### config.mk
export PLATFORM = sky130hd
export DESIGN_NAME = run_delimited_packet_deframer
export DESIGN_NICKNAME = d
export VERILOG_FILES = /design/src/hw/rtl/rdpd_pkg.sv /design/src/hw/rtl/rdpd_ram.sv /design/src/hw/rtl/rdpd_framer.sv /design/src/hw/rtl/rdpd_emit.sv /design/src/hw/rtl/run_delimited_packet_deframer.sv
export SDC_FILE = /design/constraint.sdc
export NUM_CORES = 1
export LEC_CHECK = 0
export ABC_AREA = 1
export BUFFER_PORTS_ARGS = -buffer_cell sky130_fd_sc_hd__buf_2
export CAP_MARGIN = 15
export CORE_ASPECT_RATIO = 1.2
export CORE_MARGIN = 2
export CORE_UTILIZATION = 50
export DETAILED_ROUTE_END_ITERATION = 8
export PLACE_DENSITY_LB_ADDON = 0.05
export SYNTH_ARGS = -nofsm -noshare
export SYNTH_HDL_FRONTEND = slang
export SYNTH_SLANG_ARGS = --single-unit
### constraint.sdc
create_clock -name clk -period 3.8 [get_ports clk]
set_input_delay 0.38 -clock clk [delete_from_list [all_inputs] [get_ports clk]]
set_output_delay 0.38 -clock clk [all_outputs]
set_load 0.005 [all_outputs]
### src/hw/rtl/rdpd_pkg.sv
// Shared types and constants of the run-delimited packet deframer.
// No dependencies; the framer, readout and top level refer to it by scoped names.
`timescale 1ns / 1ps

package rdpd_pkg;

  // Packet geometry.
  localparam int PACKET_BYTES  = 65;
  localparam int COUNTER_BYTES = 1;
  localparam int NUM_SAMPLES   = (PACKET_BYTES > COUNTER_BYTES + 1) ?
                                 ((PACKET_BYTES - COUNTER_BYTES) / 2) : 0;
  localparam int MEM_DEPTH     = (NUM_SAMPLES > 2) ? NUM_SAMPLES : 2;
  localparam int SAMPLE_AW     = $clog2(MEM_DEPTH);

  // Field widths.
  localparam int BYTE_W   = 8;
  localparam int RUN_W    = 4;
  localparam int SAMPLE_W = 16;
  localparam int INDEX_W  = 6;
  localparam int LOST_W   = 16;
  localparam int OUT_W    = 48;

  // Configuration register indexes.
  typedef enum logic [1:0] {
    CFG_HEADER_BYTE = 2'd0,
    CFG_HEADER_RUN  = 2'd1,
    CFG_TAIL_BYTE   = 2'd2,
    CFG_TAIL_RUN    = 2'd3
  } cfg_idx_t;

  // Sample readout state.
  typedef enum logic {
    EM_IDLE = 1'b0,
    EM_RUN  = 1'b1
  } emit_state_t;

  // Write request into the sample memory.
  typedef struct packed {
    logic                 we;
    logic [SAMPLE_AW-1:0] addr;
    logic [SAMPLE_W-1:0]  data;
  } mem_wr_t;

  // Accepted packet summary handed from the framer to the readout.
  typedef struct packed {
    logic              start;
    logic [BYTE_W-1:0] seq;
    logic              gap;
    logic [LOST_W-1:0] lost;
  } pkt_info_t;

endpackage

### src/hw/rtl/rdpd_ram.sv
// Generic single-write, single-read RAM with a registered read port.
// No dependencies.
`timescale 1ns / 1ps

module rdpd_ram #(
  parameter int WIDTH = 16,
  parameter int DEPTH = 32
) (
  input  logic                     clk,
  input  logic                     we,
  input  logic [$clog2(DEPTH)-1:0] waddr,
  input  logic [WIDTH-1:0]         wdata,
  input  logic                     re,
  input  logic [$clog2(DEPTH)-1:0] raddr,
  output logic [WIDTH-1:0]         rdata
);

  logic [WIDTH-1:0] mem [DEPTH];

  // Write port and registered read port.
  always_ff @(posedge clk) begin
    if (we) begin
      mem[waddr] <= wdata;
    end
    if (re) begin
      rdata <= mem[raddr];
    end
  end

endmodule

### src/hw/rtl/rdpd_framer.sv
// Header/tail hunt, payload write into the sample memory and sequence tracking.
// Depends on rdpd_pkg.
`timescale 1ns / 1ps

module rdpd_framer (
  input  logic                      clk,
  input  logic                      rst_n,
  input  logic                      cfg_we,
  input  logic [1:0]                cfg_addr,
  input  logic [7:0]                cfg_wdata,
  input  logic                      byte_fire,
  input  logic [7:0]                byte_in,
  output rdpd_pkg::mem_wr_t         mem_wr,
  output rdpd_pkg::pkt_info_t       pkt
);

  logic [7:0]  header_byte_r, tail_byte_r;
  logic [3:0]  header_run_r, tail_run_r;
  logic        in_payload_r, in_payload_nxt;
  logic [3:0]  header_seen_r, header_seen_nxt;
  logic [3:0]  tail_seen_r, tail_seen_nxt;
  logic [7:0]  byte_count_r, byte_count_nxt;
  logic [7:0]  expected_r, expected_nxt;
  logic [15:0] lost_r, lost_nxt;
  logic [7:0]  seq_r, seq_nxt;
  logic [7:0]  lo_r, lo_nxt;

  logic [3:0]  hdr_run_eff, tail_run_eff;
  logic [3:0]  hs_inc, ts_inc;
  logic [7:0]  bc_inc;
  logic [8:0]  offset;
  logic        accept;
  logic        gap;

  // Configuration registers.
  always_ff @(posedge clk) begin
    if (!rst_n) begin
      header_byte_r <= 8'hFF;
      header_run_r  <= 4'd4;
      tail_byte_r   <= 8'hFE;
      tail_run_r    <= 4'd4;
    end else if (cfg_we) begin
      unique case (rdpd_pkg::cfg_idx_t'(cfg_addr))
        rdpd_pkg::CFG_HEADER_BYTE: header_byte_r <= cfg_wdata;
        rdpd_pkg::CFG_HEADER_RUN:  header_run_r  <= cfg_wdata[3:0];
        rdpd_pkg::CFG_TAIL_BYTE:   tail_byte_r   <= cfg_wdata;
        rdpd_pkg::CFG_TAIL_RUN:    tail_run_r    <= cfg_wdata[3:0];
        default: ;
      endcase
    end
  end

  // A run length of zero behaves as one.
  assign hdr_run_eff  = (header_run_r == 4'd0) ? 4'd1 : header_run_r;
  assign tail_run_eff = (tail_run_r == 4'd0) ? 4'd1 : tail_run_r;
  assign hs_inc = (header_seen_r == 4'hF) ? 4'hF : header_seen_r + 4'd1;
  assign ts_inc = (tail_seen_r == 4'hF) ? 4'hF : tail_seen_r + 4'd1;
  assign bc_inc = (byte_count_r == 8'hFF) ? 8'hFF : byte_count_r + 8'd1;
  assign offset = {1'b0, byte_count_r} - 9'(rdpd_pkg::COUNTER_BYTES);
  assign gap    = (seq_r != expected_r);

  // Framing state update for one received word.
  always_comb begin
    in_payload_nxt  = in_payload_r;
    header_seen_nxt = header_seen_r;
    tail_seen_nxt   = tail_seen_r;
    byte_count_nxt  = byte_count_r;
    expected_nxt    = expected_r;
    lost_nxt        = lost_r;
    seq_nxt         = seq_r;
    lo_nxt          = lo_r;
    accept          = 1'b0;
    mem_wr.we       = 1'b0;
    mem_wr.addr     = offset[rdpd_pkg::SAMPLE_AW:1];
    mem_wr.data     = {byte_in, lo_r};
    if (byte_fire) begin
      if (!in_payload_r) begin
        if (byte_in == header_byte_r) begin
          if (hs_inc >= hdr_run_eff) begin
            in_payload_nxt  = 1'b1;
            header_seen_nxt = 4'd0;
            tail_seen_nxt   = 4'd0;
            byte_count_nxt  = 8'd0;
          end else begin
            header_seen_nxt = hs_inc;
          end
        end else begin
          header_seen_nxt = 4'd0;
        end
      end else begin
        // Payload bytes: sequence byte, then little-endian sample pairs.
        if (byte_count_r == 8'd0) begin
          seq_nxt = byte_in;
        end
        if ((byte_count_r >= 8'(rdpd_pkg::COUNTER_BYTES)) &&
            (byte_count_r < 8'(rdpd_pkg::PACKET_BYTES))) begin
          if (!offset[0]) begin
            lo_nxt = byte_in;
          end else if (offset[8:1] < 8'(rdpd_pkg::NUM_SAMPLES)) begin
            mem_wr.we = 1'b1;
          end
        end
        byte_count_nxt = bc_inc;
        if (byte_in == tail_byte_r) begin
          if (ts_inc >= tail_run_eff) begin
            accept = ({1'b0, bc_inc} ==
                      9'(rdpd_pkg::PACKET_BYTES) + {5'd0, tail_run_eff});
            in_payload_nxt  = 1'b0;
            header_seen_nxt = 4'd0;
            tail_seen_nxt   = 4'd0;
            byte_count_nxt  = 8'd0;
          end else begin
            tail_seen_nxt = ts_inc;
          end
        end else begin
          tail_seen_nxt = 4'd0;
        end
      end
    end
    // Sequence tracking of an accepted packet.
    if (accept) begin
      expected_nxt = seq_r + 8'd1;
      if (gap && (lost_r != 16'hFFFF)) begin
        lost_nxt = lost_r + 16'd1;
      end
    end
  end

  assign pkt.start = accept;
  assign pkt.seq   = seq_r;
  assign pkt.gap   = gap;
  assign pkt.lost  = lost_nxt;

  // Control state.
  always_ff @(posedge clk) begin
    if (!rst_n) begin
      in_payload_r  <= 1'b0;
      header_seen_r <= 4'd0;
      tail_seen_r   <= 4'd0;
      byte_count_r  <= 8'd0;
      expected_r    <= 8'd0;
      lost_r        <= 16'd0;
    end else begin
      in_payload_r  <= in_payload_nxt;
      header_seen_r <= header_seen_nxt;
      tail_seen_r   <= tail_seen_nxt;
      byte_count_r  <= byte_count_nxt;
      expected_r    <= expected_nxt;
      lost_r        <= lost_nxt;
    end
  end

  // Payload holding registers.
  always_ff @(posedge clk) begin
    seq_r <= seq_nxt;
    lo_r  <= lo_nxt;
  end

endmodule

### src/hw/rtl/rdpd_emit.sv
// Sample readout: walks the sample memory and drives the result channel.
// Depends on rdpd_pkg.
`timescale 1ns / 1ps

module rdpd_emit (
  input  logic                              clk,
  input  logic                              rst_n,
  input  rdpd_pkg::pkt_info_t               pkt,
  output logic                              rd_en,
  output logic [rdpd_pkg::SAMPLE_AW-1:0]    rd_addr,
  input  logic [rdpd_pkg::SAMPLE_W-1:0]     rd_data,
  output logic                              busy,
  output logic                              out_tvalid,
  input  logic                              out_tready,
  output logic [rdpd_pkg::OUT_W-1:0]        out_tdata,
  output logic                              out_tlast
);

  rdpd_pkg::emit_state_t state_r, state_nxt;

  logic [rdpd_pkg::SAMPLE_AW-1:0] rd_k_r;
  logic [rdpd_pkg::SAMPLE_AW-1:0] pend_k_r;
  logic                           pend_r;
  logic [7:0]                     seq_r;
  logic                           gap_r;
  logic [15:0]                    lost_r;
  logic                           out_valid_r;
  logic [15:0]                    sample_r;
  logic [5:0]                     index_r;
  logic                           last_r;
  logic                           rd_final;

  // A read goes out only when the output register is free at its return.
  assign rd_final = (rd_k_r == rdpd_pkg::SAMPLE_AW'(rdpd_pkg::NUM_SAMPLES - 1));

  // Next state.
  always_comb begin
    state_nxt = state_r;
    unique case (state_r)
      rdpd_pkg::EM_IDLE: begin
        if (pkt.start && (rdpd_pkg::NUM_SAMPLES > 0)) begin
          state_nxt = rdpd_pkg::EM_RUN;
        end
      end
      rdpd_pkg::EM_RUN: begin
        if (rd_en && rd_final) begin
          state_nxt = rdpd_pkg::EM_IDLE;
        end
      end
      default: state_nxt = rdpd_pkg::EM_IDLE;
    endcase
  end

  // Outputs of the sequencer.
  always_comb begin
    rd_en = 1'b0;
    unique case (state_r)
      rdpd_pkg::EM_IDLE: rd_en = 1'b0;
      rdpd_pkg::EM_RUN:  rd_en = !pend_r && (!out_valid_r || out_tready);
      default:           rd_en = 1'b0;
    endcase
  end

  assign rd_addr = rd_k_r;
  assign busy    = (state_r == rdpd_pkg::EM_RUN) || pend_r || out_valid_r;

  // Control registers.
  always_ff @(posedge clk) begin
    if (!rst_n) begin
      state_r     <= rdpd_pkg::EM_IDLE;
      rd_k_r      <= '0;
      pend_r      <= 1'b0;
      out_valid_r <= 1'b0;
    end else begin
      state_r <= state_nxt;
      if (pkt.start) begin
        rd_k_r <= '0;
      end else if (rd_en) begin
        rd_k_r <= rd_k_r + 1'b1;
      end
      pend_r <= rd_en;
      if (pend_r) begin
        out_valid_r <= 1'b1;
      end else if (out_tready) begin
        out_valid_r <= 1'b0;
      end
    end
  end

  // Packet summary and output payload.
  always_ff @(posedge clk) begin
    if (pkt.start) begin
      seq_r  <= pkt.seq;
      gap_r  <= pkt.gap;
      lost_r <= pkt.lost;
    end
    if (rd_en) begin
      pend_k_r <= rd_k_r;
    end
    if (pend_r) begin
      sample_r <= rd_data;
      index_r  <= 6'(pend_k_r);
      last_r   <= (pend_k_r == rdpd_pkg::SAMPLE_AW'(rdpd_pkg::NUM_SAMPLES - 1));
    end
  end

  assign out_tvalid = out_valid_r;
  assign out_tdata  = {1'b0, lost_r, gap_r, seq_r, index_r, sample_r};
  assign out_tlast  = last_r;

endmodule

### src/hw/rtl/run_delimited_packet_deframer.sv
// Run-delimited packet deframer.
// Channels: in_* takes one received byte per word, in_tdata[7:0]. out_* gives
// one signed 16-bit sample per word with its packet information, and tlast
// marks the final sample of a packet. cfg_* writes the header byte, header run,
// tail byte and tail run registers (indexes 0 to 3).
// A packet starts after a run of header bytes and ends at a run of tail bytes;
// only a payload of exactly 65 bytes (sequence byte plus 32 samples) yields
// results, any other length is dropped without output.
// Throughput: a byte is taken every cycle while no packet is being read out.
// After the byte that closes an accepted packet, the 32 samples leave one at a
// time, as the single read port of the sample memory takes a new read only once
// the registered read before it has returned and reached the output register.
// in_tready is low from after the closing byte until the last sample is taken.
// When the receiver stalls, the current sample holds in the output register
// and readout pauses. Reset (rst_n low at a clock edge) returns to the header
// hunt with sequence and loss counters cleared; no memory clearing pass.
// Depends on rdpd_pkg, rdpd_ram, rdpd_framer and rdpd_emit.
`timescale 1ns / 1ps

module run_delimited_packet_deframer (
  input  logic        clk,
  input  logic        rst_n,
  // Configuration write port.
  input  logic        cfg_we,
  input  logic [1:0]  cfg_addr,
  input  logic [7:0]  cfg_wdata,
  // Input stream.
  input  logic        in_tvalid,
  output logic        in_tready,
  input  logic [7:0]  in_tdata,   // [7:0] data_byte
  // Result stream.
  output logic        out_tvalid,
  input  logic        out_tready,
  // [15:0] sample, [21:16] sample_index, [29:22] sequence_res,
  // [30] sequence_gap, [46:31] lost_count, [47] zero
  output logic [47:0] out_tdata,
  output logic        out_tlast    // last
);

  rdpd_pkg::mem_wr_t              mem_wr;
  rdpd_pkg::pkt_info_t            pkt;
  logic                           rd_en;
  logic [rdpd_pkg::SAMPLE_AW-1:0] rd_addr;
  logic [rdpd_pkg::SAMPLE_W-1:0]  rd_data;
  logic                           busy;
  logic                           byte_fire;

  assign in_tready = !busy;
  assign byte_fire = in_tvalid && in_tready;

  rdpd_framer u_framer (
    .clk       (clk),
    .rst_n     (rst_n),
    .cfg_we    (cfg_we),
    .cfg_addr  (cfg_addr),
    .cfg_wdata (cfg_wdata),
    .byte_fire (byte_fire),
    .byte_in   (in_tdata),
    .mem_wr    (mem_wr),
    .pkt       (pkt)
  );

  rdpd_ram #(
    .WIDTH (rdpd_pkg::SAMPLE_W),
    .DEPTH (rdpd_pkg::MEM_DEPTH)
  ) u_sample_ram (
    .clk   (clk),
    .we    (mem_wr.we),
    .waddr (mem_wr.addr),
    .wdata (mem_wr.data),
    .re    (rd_en),
    .raddr (rd_addr),
    .rdata (rd_data)
  );

  rdpd_emit u_emit (
    .clk        (clk),
    .rst_n      (rst_n),
    .pkt        (pkt),
    .rd_en      (rd_en),
    .rd_addr    (rd_addr),
    .rd_data    (rd_data),
    .busy       (busy),
    .out_tvalid (out_tvalid),
    .out_tready (out_tready),
    .out_tdata  (out_tdata),
    .out_tlast  (out_tlast)
  );

endmodule

== After elaboration in Yosys (flattened, before gate mapping) ==
Memories as Yosys holds them, arrays and structs flattened. A register that Yosys moved wholly into a read port is not among the register bits.
Cells that the tools add are included.
W data, S select, Z words.
Storage, ports and cells
  word-level logic and storage cells: 126
  flip-flop bits (word level): 141
  memory bits (writable): 512
  memories kept: 1
Memories
  u_sample_ram.mem: depth 32, width 16, read ports 1, clocked after memory_dff 1, wr ports 1, line rdpd_ram.sv:18  | logic [WIDTH-1:0] mem [DEPTH];
Operators by class
  mux-type cells: 44
  bitwise logic cells: 3
  add/subtract/negate cells: 8
  equality and inequality tests: 15
  order comparisons: 5
  reduce and logical (&&, ||, !) cells: 27
Operator list (count)
  $mux W4: 14
  $mux W8: 6
  $mux W16: 2
  $mux W1: 20
  $add A16 B1 Y16 const B: 1
  $add A8 B1 Y8 const B: 2
  $eq A8 B8 Y1: 2
  $ne A16 B16 Y1 const B: 1
  $eq A5 B5 Y1 const B: 2
  $eq A8 B9 Y1: 1
  $reduce_and A3 Y1: 3
  $sub A8 B1 Y9 const B: 1
  $add A4 B1 Y4 const B: 2
  $add A7 B4 Y8 const A: 1
  $eq A4 B4 Y1 const B: 2
  $eq A8 B8 Y1 const B: 1
  $ge A4 B4 Y1: 2
  $ge A8 B1 Y1 const B: 1
  $logic_not A4 Y1: 2
  $logic_not A8 Y1: 1
  $lt A8 B6 Y1 const B: 1
  $lt A8 B7 Y1 const B: 1
  $ne A8 B8 Y1: 1
  $reduce_and A2 Y1: 4
  13 further kinds: 28

== Logic depth before layout (Yosys ltp) ==
  depth in word-level cells: 10
  gate-level depth with buffers: 16

== Hierarchy ==
Synthesis repeated with hierarchy kept, for this count alone.
Second synthesis, totals
  cell total of the unflattened synthesis: 2594
  area total of the unflattened synthesis: 28253.3 µm²
By module, submodules not included
  rdpd_ram: cells an instance 1794, area each 21461.8 µm², times used 1
  rdpd_framer: cells an instance 688, area each 4803.4 µm², times used 1
  rdpd_emit: cells an instance 109, area each 1974.4 µm², times used 1
  run_delimited_packet_deframer: cells an instance 3, area each 13.8 µm², times used 1

== Worst setup path before layout ==
OpenSTA, ideal clock, no wires.
  path type: flip-flop to flip-flop
  from: register u_emit.pend_r
  to: memory u_sample_ram.mem[0][0] (enable)
  data arrival time: 2.389 ns
  cell stages (with the launch flop): 8
  data required time: 3.412 ns
  path slack: 1.023 ns
  path buffers: 0
  period minus slack after synthesis: 2.777 ns
  cell sequence: dfxtp_1 -> nor3_2 -> nand2_1 -> inv_1 -> nand4_1 -> nor3b_1 -> nand2_1 -> nor2_1
Between the ends
  cells in the longest elaborated chain, start to end: 7
RTL lines
  from (decl): line rdpd_emit.sv:23  | logic pend_r;
  from (signal assigned): line rdpd_emit.sv:81  | pend_r <= rd_en;
  $logic_or A1 B1 Y1 (2 in a row): line rdpd_emit.sv:65  | assign busy = (state_r == rdpd_pkg::EM_RUN) || pend_r || out_valid_r;
  $logic_not A1 Y1: line run_delimited_packet_deframer.sv:48  | assign in_tready = !busy;
  via in_tready: line run_delimited_packet_deframer.sv:29  | output logic in_tready,
  $logic_and A1 B1 Y1: line run_delimited_packet_deframer.sv:49  | assign byte_fire = in_tvalid && in_tready;
  $mux W1: line rdpd_framer.sv:76  | if (byte_fire) begin
  $mux W1: line rdpd_ram.sv:22  | if (we) begin
  $mux W1 (implied by the code): line rdpd_ram.sv:23  | mem[waddr] <= wdata;
  to (decl): line rdpd_ram.sv:18
The timed path passes the listed nets, and every way through them passes these cells.

==> run metrics <==
Max clock buf depth 3; Post-synth top cells edfxtp_1 (596), nor2_1 (359), o21ai_0 (302); leakage approximately 11 nW; CTS buffer count 69; Pins Over Slew Limit 0; GPL Wtd Cong around 0.85; Fmax between 0.3 and 0.4 GHz; Post-Syn Instances between 2000 and 2500; Initial Utilization between 50% and 60%; Area growth syn-to-layout 13.6%; Tcrit/Tclk final between 80% and 90%; Reg clk slew, reported paths 0.06 ns; Worst path slowest cell dfxtp_1; Async S/R FF share, synth 0%; Detailed Place HPWL around 40000 um; post-synth top area cell edfxtp_1; Antenna Cells 0; Final nets 2395; Crit. End Element register; DRC Markers 0; global route total overflow 0; Total GRT Usage 25.1%; placed instance count around 3000; Avg Cell Area, Syn around 12 um2; CP required slightly above 4 ns; VDD IR max approximately 0.00032 V; family with the most delay on the worst path simple AND/OR/NAND/NOR gates; unrepaired setup endpoints after global routing no; P per Cell Area slightly below 500 nW/um2; EDFF count, synth just under 600; Post-DRT Antenna Nets 0; Top cell by count, worst path nand2_1; Setup CP Type reg -> reg; Final TNS setup 0 ns; CTS tree yes; Die ar. around 56000 um2; layout cell share with drive strength beyond 1 12.2%; CTS resizes 0; clock latency on the worst-skew pair around 0.6 ns; Worst Hold Class in -> reg; Netlist cell types 45; Rows 93; Primary FF master, synth edfxtp_1; WL per Instance 22.5 um; routed vias/inst ~5.7; initial antenna violation count 1; top-count cell post-synth edfxtp_1; Port Buffers just over 70; FILL cells between 4000 and 5000; Synth top area share around two thirds; worst path bufs/invs 2; status completed; Setup-failing EPs final 0; mapped cell area ~27000 um2; drt first-iter violations 1398; most area-consuming cells after synthesis edfxtp_1 (66%), o21ai_0 (5.6%), dfxtp_1 (5.4%); skew final between 0.015 and 0.02 ns; Worst Path Arrival between 3 and 4 ns; endpoints failing hold 0; die height roughly 260 um; relative slew slack 23.2%; H-tree depth 3; Critical Path, Cell by Cell ha_1 > nand2_4 > nor2_4 > nand2_1 > nand2_1 > nand2_1 > nand2_1 > nand2_1 > nor2_1 > nand2_1 > nor2_1 > nand2_1 > inv_1 > buf_12; Critical Path Source Type register; CTS Sinks between 600 and 700; worst-margin pin slew 1.15 ns; top-level I/O count 74; fin cells ~3100; vias in the first global route ~17000; first-pass GRT wire length approximately 100000 um; Root Driver clkbuf_16; register bit total from synthesis about 670; largest net degree at the start of global routing around 160; core region area approximately 54000 um2; TritonRoute pass-1 iters 5; sequential cell area fraction in the yosys report between 70 and 80%; Die W approximately 220 um; Vias 17800; post-layout min period ~3.0 ns; max cap viols 0; CP max FO 15; Synth warnings 0; max incr delay on CP 0.44 ns; Detailed Route WL between 70000 and 80000 um; hold slack final 0.0249 ns
routing by layer:
metal	global-route usage [%]	share of wire (%)	wire, um
met1	31.5	41	28700
met2	43.4	49	34700
met3	2.77	4.9	3420
met4	12.6	4.9	3460
met5	0	0	0
tightest hold or removal path: stages:
cell	delay [ns]
buf_2	0.09
nand2_1	0.05
nand3_1	0.06
timing repair:
| action | in CTS | in global routing |
|---|---|---|
| setup buffers | 0 | 0 |
| hold buffers | 1 | 0 |
| hold endpoints to repair | 1 | 0 |
final timing paths:
path	end	cells after the start	start	slack, ns
setup / recovery	u_emit.lost_r[8]	14	u_framer.byte_count_r[1]	0.75
hold / removal	u_framer.tail_byte_r[5]	3	cfg_wdata[5]	0.02
setup reg to reg	u_emit.lost_r[8]	14	u_framer.byte_count_r[1]	0.75
hold reg to reg	u_emit.sample_r[7]	0	u_sample_ram.rdata[7]	0.42
sequential cells by signal, summed over array words and instances (netlist names), 16 cells and up:
name and count:
u_emit.sample_r 16, u_sample_ram.mem 512, u_emit.lost_r 16, u_framer.lost_r 16
u_sample_ram.rdata 16
cell type report:
type | instances | area (um2) | area share (%)
tap | 712 | 891 | 2.89
timing repair buffer | 144 | 983 | 3.19
multi-input combinational | 1336 | 6720 | 21.8
sequential | 669 | 19400 | 62.9
inverter | 136 | 517 | 1.68
clock inverter | 34 | 390 | 1.27
clock buffer | 91 | 1910 | 6.22
through the flow:
stage,cell area [um2],utilization (%),total power (W),setup slack (ns)
finish,30800,57.4,0.0150,0.753
floorplan,27100,-,0.00820,1.02
detailed placement,28400,53.0,0.00831,0.829
CTS,30800,57.3,0.0152,0.791
global placement,28400,53.0,0.00830,0.903
global route,30800,57.4,0.0154,0.479
kinds of logic after synthesis:
| group | count (synthesis) | share of synthesized area (%) |
|---|---|---|
| flops | 669 | 71.4 |
| other cells | 1 | 0.0138 |
| buf+inv | 259 | 3.78 |
| simple gates | 772 | 12.0 |
| compound gates | 517 | 11.1 |
| fa+ha+maj | 16 | 0.739 |
| xor+xnor | 29 | 0.937 |
power by group:
group / leakage, nW / switching (W) / internal (W) / total (W)
combinational: 3.71 / 0.000142 / 0.0000519 / 0.000194
sequential: 5.93 / 0.0000105 / 0.00795 / 0.00796
clock: 1.12 / 0.00274 / 0.00416 / 0.00690
total: 10.8 / 0.00289 / 0.0122 / 0.0150
layout by cell type (no fill, tap or decap), drive strengths merged, types with 45 or more instances in the layout:
cell	Yosys	final
inv	135	135
nor2	365	365
buf	22	143
o221ai	45	45
edfxtp	596	596
nand2	246	246
dfxtp	73	73
a21oi	53	53
nand3	106	106
clkbuf	101	91
o22ai	81	81
o21ai	312	312
No activity file was read; power rests on OpenSTA's default activity.
